**config.mk**
```make
export PLATFORM = sky130hd
export DESIGN_NAME = adaptive_window_velocity_estimator_unit_flat
export DESIGN_NICKNAME = d
export VERILOG_FILES = /design/src/sv/awve_pkg.sv /design/src/sv/awve_if.sv /design/src/sv/awve_div.sv /design/src/sv/awve_core.sv /design/src/sv/adaptive_window_velocity_estimator_unit.sv /design/src/flat_wrapper.sv
export SDC_FILE = /design/constraint.sdc
export NUM_CORES = 2
export LEC_CHECK = 0
export BUFFER_PORTS_ARGS = -buffer_cell sky130_fd_sc_hd__buf_2
export CAP_MARGIN = 20
export CORE_AREA = 4 4 372 337
export CTS_BUF_LIST = sky130_fd_sc_hd__clkbuf_2 sky130_fd_sc_hd__clkbuf_4 sky130_fd_sc_hd__clkbuf_8
export DETAILED_ROUTE_END_ITERATION = 8
export DIE_AREA = 0 0 376 341
export PLACE_DENSITY_LB_ADDON = 0.2
export SYNTH_ARGS = -nofsm -noshare
export SYNTH_HDL_FRONTEND = slang
export SYNTH_SLANG_ARGS = --single-unit
```
**constraint.sdc**
```tcl
create_clock -name clk_i -period 23 [get_ports clk_i]
set_input_delay 0 -clock clk_i [delete_from_list [all_inputs] [get_ports clk_i]]
set_output_delay 0 -clock clk_i [all_outputs]
set_load 0.05 [all_outputs]
```
**src/sv/awve_pkg.sv**
```systemverilog
// Package for the adaptive window velocity estimator.
// Shared types and constants; no dependencies.
`default_nettype none
package awve_pkg;
  localparam int unsigned ScaleUs = 1000000;

  typedef enum logic {
    CMD_SAMPLE  = 1'b0,
    CMD_RESTART = 1'b1
  } cmd_e;

  typedef enum logic [1:0] {
    REG_STEP_THRESHOLD = 2'd0,
    REG_VELOCITY_LIMIT = 2'd1,
    REG_POSITION_LOWER = 2'd2,
    REG_POSITION_UPPER = 2'd3
  } reg_e;

  // Input request payload
  typedef struct packed {
    cmd_e               cmd;
    logic signed [31:0] position;
    logic [31:0]        timestamp;
  } sample_t;

  // Result payload
  typedef struct packed {
    logic signed [31:0] velocity;
    logic [3:0]         window_used;
    logic               velocity_out_of_range;
    logic               position_out_of_range;
  } estimate_t;

  // Divider request from the history sequencer
  typedef struct packed {
    logic        neg;
    logic [51:0] dividend;
    logic [31:0] divisor;
  } div_req_t;
endpackage
`default_nettype wire

```
**src/sv/awve_if.sv**
```systemverilog
// Valid/ready channel interface carrying a payload struct.
// Depends on nothing; the payload type is a parameter.
`default_nettype none
interface awve_if #(parameter type payload_t = logic) (input wire logic clk_i);
  logic     valid;
  logic     ready;
  payload_t data;
  modport source (output valid, output data, input ready);
  modport sink (input valid, input data, output ready);
endinterface
`default_nettype wire

```
**src/sv/awve_div.sv**
```systemverilog
// Serial restoring divider, one quotient bit a cycle.
// Depends on awve_pkg.
`default_nettype none
module awve_div (
  input  wire logic                clk_i,
  input  wire logic                rst_ni,
  input  wire logic                start_i,
  input  wire awve_pkg::div_req_t  req_i,
  output logic                     done_o,
  output logic signed [31:0]       quot_o
);
  import awve_pkg::*;

  logic [51:0] rem_q, rem_d, quo_q, quo_d;
  logic [31:0] dvs_q;
  logic        neg_q;
  logic [5:0]  cnt_q, cnt_d;
  logic        busy_q, busy_d, done_d, done_q;
  logic [52:0] trial;
  logic [52:0] shifted;

  // Shift one bit in and try a subtract
  always_comb begin
    shifted = {rem_q, quo_q[51]};
    trial   = shifted - {21'd0, dvs_q};
    rem_d   = rem_q;
    quo_d   = quo_q;
    cnt_d   = cnt_q;
    busy_d  = busy_q;
    done_d  = 1'b0;
    if (busy_q) begin
      if (!trial[52]) begin
        rem_d = trial[51:0];
        quo_d = {quo_q[50:0], 1'b1};
      end else begin
        rem_d = shifted[51:0];
        quo_d = {quo_q[50:0], 1'b0};
      end
      cnt_d = cnt_q - 6'd1;
      if (cnt_q == 6'd1) begin
        busy_d = 1'b0;
        done_d = 1'b1;
      end
    end
  end

  always_ff @(posedge clk_i or negedge rst_ni) begin
    if (!rst_ni) begin
      busy_q <= 1'b0;
      done_q <= 1'b0;
      cnt_q  <= '0;
    end else begin
      done_q <= done_d;
      if (start_i) begin
        busy_q <= 1'b1;
        cnt_q  <= 6'd52;
      end else begin
        busy_q <= busy_d;
        cnt_q  <= cnt_d;
      end
    end
  end

  always_ff @(posedge clk_i) begin
    if (start_i) begin
      rem_q <= '0;
      quo_q <= req_i.dividend;
      dvs_q <= req_i.divisor;
      neg_q <= req_i.neg;
    end else begin
      rem_q <= rem_d;
      quo_q <= quo_d;
    end
  end

  // Saturate the magnitude and apply the sign
  always_comb begin
    if (neg_q) begin
      if (quo_q > 52'h80000000) quot_o = 32'sh80000000;
      else quot_o = -$signed(quo_q[31:0]);
    end else begin
      if (quo_q > 52'h7fffffff) quot_o = 32'sh7fffffff;
      else quot_o = $signed(quo_q[31:0]);
    end
  end
  assign done_o = done_q;

  a_done_idle: assert property (@(posedge clk_i) disable iff (!rst_ni)
    done_q |-> !busy_q) else $error("divider done while busy");
  a_busy_cnt: assert property (@(posedge clk_i) disable iff (!rst_ni)
    busy_q |-> cnt_q != 6'd0) else $error("divider busy with zero count");
  a_start_busy: assert property (@(posedge clk_i) disable iff (!rst_ni)
    start_i |=> busy_q) else $error("divider failed to start");
endmodule
`default_nettype wire

```
**src/sv/awve_core.sv**
```systemverilog
// History memory and window search sequencer for one axis.
// Depends on awve_pkg and awve_div.
`default_nettype none
module awve_core #(
  parameter int HistoryDepth = 10
) (
  input  wire logic               clk_i,
  input  wire logic               rst_ni,
  input  wire logic [15:0]        step_threshold_i,
  input  wire logic [30:0]        velocity_limit_i,
  input  wire logic signed [31:0] position_lower_i,
  input  wire logic signed [31:0] position_upper_i,
  input  wire logic               in_valid_i,
  output logic                    in_ready_o,
  input  wire logic               in_cmd_i,
  input  wire logic signed [31:0] in_position_i,
  input  wire logic [31:0]        in_timestamp_i,
  output logic                    out_valid_o,
  input  wire logic               out_ready_i,
  output logic signed [31:0]      out_velocity_o,
  output logic [3:0]              out_window_used_o,
  output logic                    out_velocity_out_of_range_o,
  output logic                    out_position_out_of_range_o
);
  import awve_pkg::*;

  localparam int AW = $clog2(HistoryDepth);
  localparam logic [AW-1:0] LastIdx = AW'(HistoryDepth - 1);

  localparam logic [2:0] S_IDLE  = 3'd0;
  localparam logic [2:0] S_SCAN  = 3'd1;
  localparam logic [2:0] S_EVAL  = 3'd2;
  localparam logic [2:0] S_DIV   = 3'd3;
  localparam logic [2:0] S_OUT   = 3'd4;
  localparam logic [2:0] S_CLEAR = 3'd5;

  // Circular history: head points at the newest entry
  logic [63:0] mem [HistoryDepth];
  logic [63:0] rd_q;
  logic [AW-1:0] rd_addr, wr_addr;
  logic          wr_en;
  logic [63:0]   wr_data;

  logic [2:0]    state_q, state_d;
  logic [AW-1:0] head_q, head_d;
  logic [AW-1:0] step_q, step_d;
  logic [AW-1:0] clr_q, clr_d;
  logic          restart_q, restart_d;
  logic signed [31:0] p0_q, pos_q;
  logic [31:0]   t0_q;

  logic signed [32:0] dp;
  logic [32:0]   dmag;
  logic [31:0]   dt;
  logic          hit;
  logic          div_start, div_done;
  div_req_t      div_req;
  logic signed [31:0] quot;
  logic          pflag;

  logic signed [31:0] vel_q;
  logic [3:0]    win_q;
  logic          vflag_q, pflag_q;

  always_ff @(posedge clk_i) begin
    if (wr_en) mem[wr_addr] <= wr_data;
    rd_q <= mem[rd_addr];
  end

  function automatic logic [AW-1:0] wrap_sub(logic [AW-1:0] a, logic [AW-1:0] b);
    logic [AW:0] s;
    s = {1'b0, a} - {1'b0, b};
    if (s[AW]) s = s + (AW+1)'(HistoryDepth);
    return s[AW-1:0];
  endfunction

  assign dp   = 33'(p0_q) - 33'($signed(rd_q[63:32]));
  assign dmag = dp[32] ? 33'(-dp) : 33'(dp);
  assign dt   = t0_q - rd_q[31:0];
  assign hit  = dmag > {17'd0, step_threshold_i};
  assign pflag = (in_position_i < position_lower_i) || (in_position_i > position_upper_i);
  assign rd_addr = wrap_sub(head_q, step_d);

  always_comb begin
    div_req.neg      = dp[32];
    div_req.dividend = 52'(dmag) * 52'(ScaleUs);
    div_req.divisor  = dt;
  end

  // Sequencer: clear after reset, write newest (or refill on restart), scan back-steps, divide, present
  always_comb begin
    state_d = state_q; head_d = head_q; step_d = step_q; clr_d = clr_q;
    restart_d = restart_q;
    wr_en = 1'b0; wr_addr = head_q; wr_data = {in_position_i, in_timestamp_i};
    div_start = 1'b0;
    unique case (state_q)
      S_CLEAR: begin
        // Zero the history, one entry a cycle
        wr_en = 1'b1; wr_addr = clr_q; wr_data = '0;
        clr_d = clr_q + AW'(1);
        if (clr_q == LastIdx) state_d = S_IDLE;
      end
      S_IDLE: begin
        if (in_valid_i) begin
          if (in_cmd_i == CMD_RESTART) begin
            wr_en = 1'b1; wr_addr = '0; wr_data = {in_position_i, 32'd0};
            head_d = '0; clr_d = AW'(1); restart_d = 1'b1;
            state_d = (HistoryDepth > 1) ? S_SCAN : S_OUT;
          end else begin
            head_d = (head_q == LastIdx) ? '0 : head_q + AW'(1);
            wr_en = 1'b1; wr_addr = head_d;
            step_d = AW'(1); restart_d = 1'b0;
            state_d = S_SCAN;
          end
        end
      end
      S_SCAN: begin
        if (restart_q) begin
          // Fill the rest of the history, one entry a cycle
          wr_en = 1'b1; wr_addr = clr_q; wr_data = {pos_q, 32'd0};
          clr_d = clr_q + AW'(1);
          if (clr_q == LastIdx) state_d = S_OUT;
        end else begin
          state_d = S_EVAL;
        end
      end
      S_EVAL: begin
        if (hit || step_q == LastIdx) begin
          if (dt == 32'd0) state_d = S_OUT;
          else begin div_start = 1'b1; state_d = S_DIV; end
        end else begin
          step_d = step_q + AW'(1); state_d = S_SCAN;
        end
      end
      S_DIV: if (div_done) state_d = S_OUT;
      S_OUT: if (out_ready_i) state_d = S_IDLE;
      default: state_d = S_IDLE;
    endcase
  end

  always_ff @(posedge clk_i or negedge rst_ni) begin
    if (!rst_ni) begin
      state_q <= S_CLEAR; head_q <= '0; step_q <= '0; clr_q <= '0;
      restart_q <= 1'b0;
    end else begin
      state_q <= state_d; head_q <= head_d; step_q <= step_d; clr_q <= clr_d;
      restart_q <= restart_d;
    end
  end

  // Capture newest sample and result fields
  always_ff @(posedge clk_i) begin
    if (state_q == S_IDLE && in_valid_i) begin
      p0_q <= in_position_i; t0_q <= in_timestamp_i; pos_q <= in_position_i;
      pflag_q <= pflag; vel_q <= '0; vflag_q <= 1'b0; win_q <= '0;
    end
    if (state_q == S_EVAL && (hit || step_q == LastIdx)) begin
      win_q <= 4'(step_q);
      vel_q <= '0;
      vflag_q <= 1'b0;
    end
    if (state_q == S_DIV && div_done) begin
      vel_q <= quot;
      vflag_q <= (quot[31] ? 33'(-33'(quot)) : 33'(quot)) > {2'd0, velocity_limit_i};
    end
  end

  awve_div u_div (
    .clk_i, .rst_ni, .start_i(div_start), .req_i(div_req),
    .done_o(div_done), .quot_o(quot)
  );

  assign in_ready_o  = (state_q == S_IDLE);
  assign out_valid_o = (state_q == S_OUT);
  assign out_velocity_o = vel_q;
  assign out_window_used_o = win_q;
  assign out_velocity_out_of_range_o = vflag_q;
  assign out_position_out_of_range_o = pflag_q;

  a_no_overlap: assert property (@(posedge clk_i) disable iff (!rst_ni)
    !(in_ready_o && out_valid_o)) else $error("accept while result pending");
  a_restart_win: assert property (@(posedge clk_i) disable iff (!rst_ni)
    (out_valid_o && restart_q) |-> (win_q == 4'd0 && vel_q == 32'sd0))
    else $error("restart result not zero");
  a_step_range: assert property (@(posedge clk_i) disable iff (!rst_ni)
    state_q == S_EVAL |-> (step_q != '0 && step_q <= LastIdx))
    else $error("back-step out of range");
  a_div_state: assert property (@(posedge clk_i) disable iff (!rst_ni)
    div_start |=> state_q == S_DIV) else $error("divide without wait");
endmodule
`default_nettype wire

```
**src/sv/adaptive_window_velocity_estimator_unit.sv**
```systemverilog
// Adaptive window velocity estimator, one encoder axis.
// A request walks back through the history, each back-step read then evaluated, until the
// step threshold is passed or the oldest entry is reached, then runs the serial 52-bit
// divide unless the time difference is zero, then presents; a restart refills the history.
// One request at a time, the next taken in the cycle after the result leaves.
// Reset loads register defaults, then a pass zeroes the history.
`default_nettype none
module adaptive_window_velocity_estimator_unit #(
  parameter int HISTORY_DEPTH = 10
) (
  input  wire logic        clk_i,
  input  wire logic        rst_ni,
  input  wire logic        psel,
  input  wire logic        penable,
  input  wire logic        pwrite,
  input  wire logic [3:0]  paddr,
  input  wire logic [31:0] pwdata,
  output logic [31:0]      prdata,
  output logic             pready,
  awve_if.sink             in_if,
  awve_if.source           out_if
);
  import awve_pkg::*;

  logic [15:0] thr_q;
  logic [30:0] vlim_q;
  logic signed [31:0] plo_q, phi_q;
  logic [1:0] ridx;

  assign pready   = 1'b1;
  assign ridx     = paddr[3:2];

  // Register writes on the access phase
  always_ff @(posedge clk_i or negedge rst_ni) begin
    if (!rst_ni) begin
      thr_q <= 16'd100; vlim_q <= '0; plo_q <= '0; phi_q <= '0;
    end else if (psel && penable && pwrite) begin
      unique case (reg_e'(ridx))
        REG_STEP_THRESHOLD: thr_q  <= pwdata[15:0];
        REG_VELOCITY_LIMIT: vlim_q <= pwdata[30:0];
        REG_POSITION_LOWER: plo_q  <= pwdata;
        REG_POSITION_UPPER: phi_q  <= pwdata;
        default: ;
      endcase
    end
  end

  always_comb begin
    unique case (reg_e'(ridx))
      REG_STEP_THRESHOLD: prdata = {16'd0, thr_q};
      REG_VELOCITY_LIMIT: prdata = {1'b0, vlim_q};
      REG_POSITION_LOWER: prdata = plo_q;
      REG_POSITION_UPPER: prdata = phi_q;
      default: prdata = '0;
    endcase
  end

  awve_core #(.HistoryDepth(HISTORY_DEPTH)) u_core (
    .clk_i, .rst_ni,
    .step_threshold_i(thr_q), .velocity_limit_i(vlim_q),
    .position_lower_i(plo_q), .position_upper_i(phi_q),
    .in_valid_i(in_if.valid), .in_ready_o(in_if.ready),
    .in_cmd_i(in_if.data.cmd), .in_position_i(in_if.data.position),
    .in_timestamp_i(in_if.data.timestamp),
    .out_valid_o(out_if.valid), .out_ready_i(out_if.ready),
    .out_velocity_o(out_if.data.velocity),
    .out_window_used_o(out_if.data.window_used),
    .out_velocity_out_of_range_o(out_if.data.velocity_out_of_range),
    .out_position_out_of_range_o(out_if.data.position_out_of_range)
  );
endmodule
`default_nettype wire

```
**src/flat_wrapper.sv**
```systemverilog
// flat-port wrapper written by rule: the top's interface ports become plain ports
module adaptive_window_velocity_estimator_unit_flat import awve_pkg::*;
#(
  parameter int HISTORY_DEPTH = 10
)
  (clk_i, rst_ni, psel, penable, pwrite, paddr, pwdata, prdata, pready, in_if_valid, in_if_data, in_if_ready, out_if_valid, out_if_data, out_if_ready);
  awve_if #(.payload_t(sample_t)) in_if_i (.clk_i(clk_i));
  awve_if #(.payload_t(estimate_t)) out_if_i (.clk_i(clk_i));
  input  wire logic clk_i;
  input  wire logic rst_ni;
  input  wire logic psel;
  input  wire logic penable;
  input  wire logic pwrite;
  input  wire logic [3:0] paddr;
  input  wire logic [31:0] pwdata;
  output logic [31:0] prdata;
  output logic pready;
  input wire logic [$bits(in_if_i.valid)-1:0] in_if_valid;
  input wire logic [$bits(in_if_i.data)-1:0] in_if_data;
  output wire logic [$bits(in_if_i.ready)-1:0] in_if_ready;
  output wire logic [$bits(out_if_i.valid)-1:0] out_if_valid;
  output wire logic [$bits(out_if_i.data)-1:0] out_if_data;
  input wire logic [$bits(out_if_i.ready)-1:0] out_if_ready;
  assign in_if_i.valid = in_if_valid;
  assign in_if_i.data = in_if_data;
  assign in_if_ready = in_if_i.ready;
  assign out_if_valid = out_if_i.valid;
  assign out_if_data = out_if_i.data;
  assign out_if_i.ready = out_if_ready;
  adaptive_window_velocity_estimator_unit #(.HISTORY_DEPTH(HISTORY_DEPTH)) u_core (.clk_i(clk_i), .rst_ni(rst_ni), .psel(psel), .penable(penable), .pwrite(pwrite), .paddr(paddr), .pwdata(pwdata), .prdata(prdata), .pready(pready), .in_if(in_if_i), .out_if(out_if_i));
endmodule
```
==> out/metrics.cfg <==
[critical_path]
crit_path_max_fanout=28
end_kind=flip-flop
cp-start-kind=flip-flop
slowest_stage=xor2_1
worstSetupPathType=reg -> reg
required_ps=23610
max_stage_delay_ps=780
arrival_ps=12280

[routing]
firstDrtPassIters=5
num_vias=41100
viasPerCell=5.71
wl_per_cell_um=21.7
route.antenna.remaining_nets=0
drt_iter0_drc=3755
wirelength_um=157000
drcViolationCount=0

[floorplanning]
io-pin-count=181
core_region_area_um2=121000
dieWidth_um=376
floorplan.initialDensity=0.499
fp.dieArea_um2=128000
die_h_um=341
rows=121

[clock_network]
cts_resized=0
htreeDepth=4
clkTransAtPathRegs_ps=60
cts_tree=yes
cts_num_sinks=1078
insertion_delay_ps=910
numCtsBuffers=177
clockBufferDepth=3
cts_root_buf=clkbuf_8

[cells_and_area]
final_cell_mix=edfxtp_1 (821), inv_1 (508), ha_1 (379)
layout-drive-gt1-share=0.154
final_common_cell=edfxtp_1
syn_to_final_growth_pct=14.1
nets=6053

[timing]
rsz0062_at_grt=false
timing.final.crit_period_ps=11670
hold_violations=0
fin_worst_skew_ps=81.4
timing.fmax_mhz=85.7
setup_violations=0
fin_setup_tns_ps=0
maxSlewViolCount=0
fin_crit_sh=0.507
slew_headroom=0.225
worst_pin_slew_ps=1150

[global_route]
grt_max_degree=130
grt_pass1_vias=40300
gr-total-overflow=0
antenna_found_initial=13
grt_pass1_wl_um=240000
grt_usage=0.242

[yosys]
synth_seq_cells=1078
yosys_warnings=0
syn-cell-area_um2=60400
seq_area_frac_synth=0.504
synth-main-ff-cell=edfxtp_1
async_reset_ff_frac=0.125
synth_fp_nets=5637
synthCells=5029
syn_area_per_cell_um2=12.0
synth_cell_types=105
synth-edff-count=821

[worst_hold_path]
hp-class=in -> reg

[placement]
port_buffers=177
detailed_place_hpwl_um=104000
gp_congestion=0.912

[status]
outcome=finished, final reports clean

[flow_run]
maxCapViolCount=0

-- flip-flops by register name (all words and copies together) (netlist names), 32 cells and up --
name                          cells
u_core.phi_q                     32
u_core.u_core.u_div.dvs_q        32
u_core.u_core.mem               640
u_core.u_core.rd_q               64
u_core.u_core.pos_q              32
u_core.u_core.u_div.rem_q        52
u_core.plo_q                     32
u_core.u_core.t0_q               32
u_core.u_core.u_div.quo_q        52
u_core.u_core.out_velocity_o     32
-- through the flow --
stage           util  area [um^2]  hold WS [ps]  instances  setup slack (ps)
4_1_cts        0.570        68900         0.504       7197             11400
6_report       0.570        68900          89.6       7208             11330
2_1_floorplan      -        60400          -296       5029             13240
3_3_place_gp   0.521        63100           127       6663             11550
3_5_place_dp   0.522        63100           127       6665             11460
5_1_grt        0.570        68900          27.5       7206             10660
-- layer usage --
| layer | routed length (um) | GRT usage | vias to the layer above | share of wire |
|---|---|---|---|---|
| li1 | - | - | 19200 | - |
| met3 | 10600 | 0.0447 | 257 | 0.068 |
| met5 | 22 | 0 | - | 0.00014 |
| met2 | 69700 | 0.366 | 1316 | 0.44 |
| met4 | 4040 | 0.0696 | 4 | 0.026 |
| met1 | 72400 | 0.358 | 20300 | 0.46 |
-- worst paths after layout --
path | start | endpoint | slack (ps) | cells past startpoint
max | u_core.u_core.pos_q[0]$_DFFE_PP_ | u_core.u_core.u_div.quo_q[49]$_DFFE_PP_ | 11330 | 35
min | in_if_data[34] | u_core.u_core.pos_q[2]$_DFFE_PP_ | 90 | 2
max reg2reg | u_core.u_core.pos_q[0]$_DFFE_PP_ | u_core.u_core.u_div.quo_q[49]$_DFFE_PP_ | 11330 | 35
min reg2reg | u_core.u_core.mem[8][0]$_DFFE_PP_ | u_core.u_core.rd_q[0]$_DFF_P_ | 500 | 2
max in group asynchronous | rst_ni | u_core.vlim_q[13]$_DFFE_PN0P_ | 22000 | 4
min in group asynchronous | rst_ni | u_core.u_core.state_q[2]$_DFFE_PN1P_ | 300 | 3
-- kinds of logic (layout without fill, tap and decap cells) --
kind of cell,count (synthesis),after routing,synth area share
mux,341,341,0.0875
fa+ha+maj,502,502,0.119
xor+xnor,247,247,0.0360
flops,1078,1078,0.504
compound gates,1035,1035,0.115
other cells,1,10,0.0000621
simple gates,1103,1103,0.0910
buf+inv,722,1293,0.0474
-- area by class of cell --
| type | instances | area (um^2) |
|---|---|---|
| fill | 9898 | 52000 |
| sequential | 1078 | 30500 |
| multi-input combinational | 3229 | 27200 |
| timing repair buffer | 445 | 3470 |
| clock buffer | 258 | 3210 |
| tap | 1599 | 2000 |
| inverter | 514 | 1930 |
| clock inverter | 76 | 608 |
| antenna | 9 | 22.5 |
-- Yosys cell counts (130+ instances only) --
cell        n  share of area
mux2i_1   140          0.023
nor2_1    255          0.016
inv_1     509          0.032
dfrtp_1   130          0.054
edfxtp_1  821           0.41
mux4_2    144          0.054
a21oi_1   276          0.023
clkbuf_1  169          0.010
nand2_1   303          0.019
ha_1      380          0.079
o21ai_0   228          0.019
nor2b_1   140          0.014
xnor2_1   159          0.023
-- timing repair --
item / 4_1_cts / 5_1_grt
hold buffers: 198 / 0
endpoints found under the hold margin: 956 / 0
setup buffers: 0 / 0
-- worst max-delay path, delay by kind of cell (launching register included) --
kind                       cells  cell delay [ps]
AOI/OAI and AO/OA             10             3270
adders and majority gates      8             3120
and+or+nand+nor                7             2030
buffers and inverters          6             1240
xor gates and xnor gates       3             1230
DFF                            1              400
muxes                          1               80
Power is left out: the tool's default activity adds up to more than one toggle a clock period on the data nets, which glitch-free logic cannot reach.
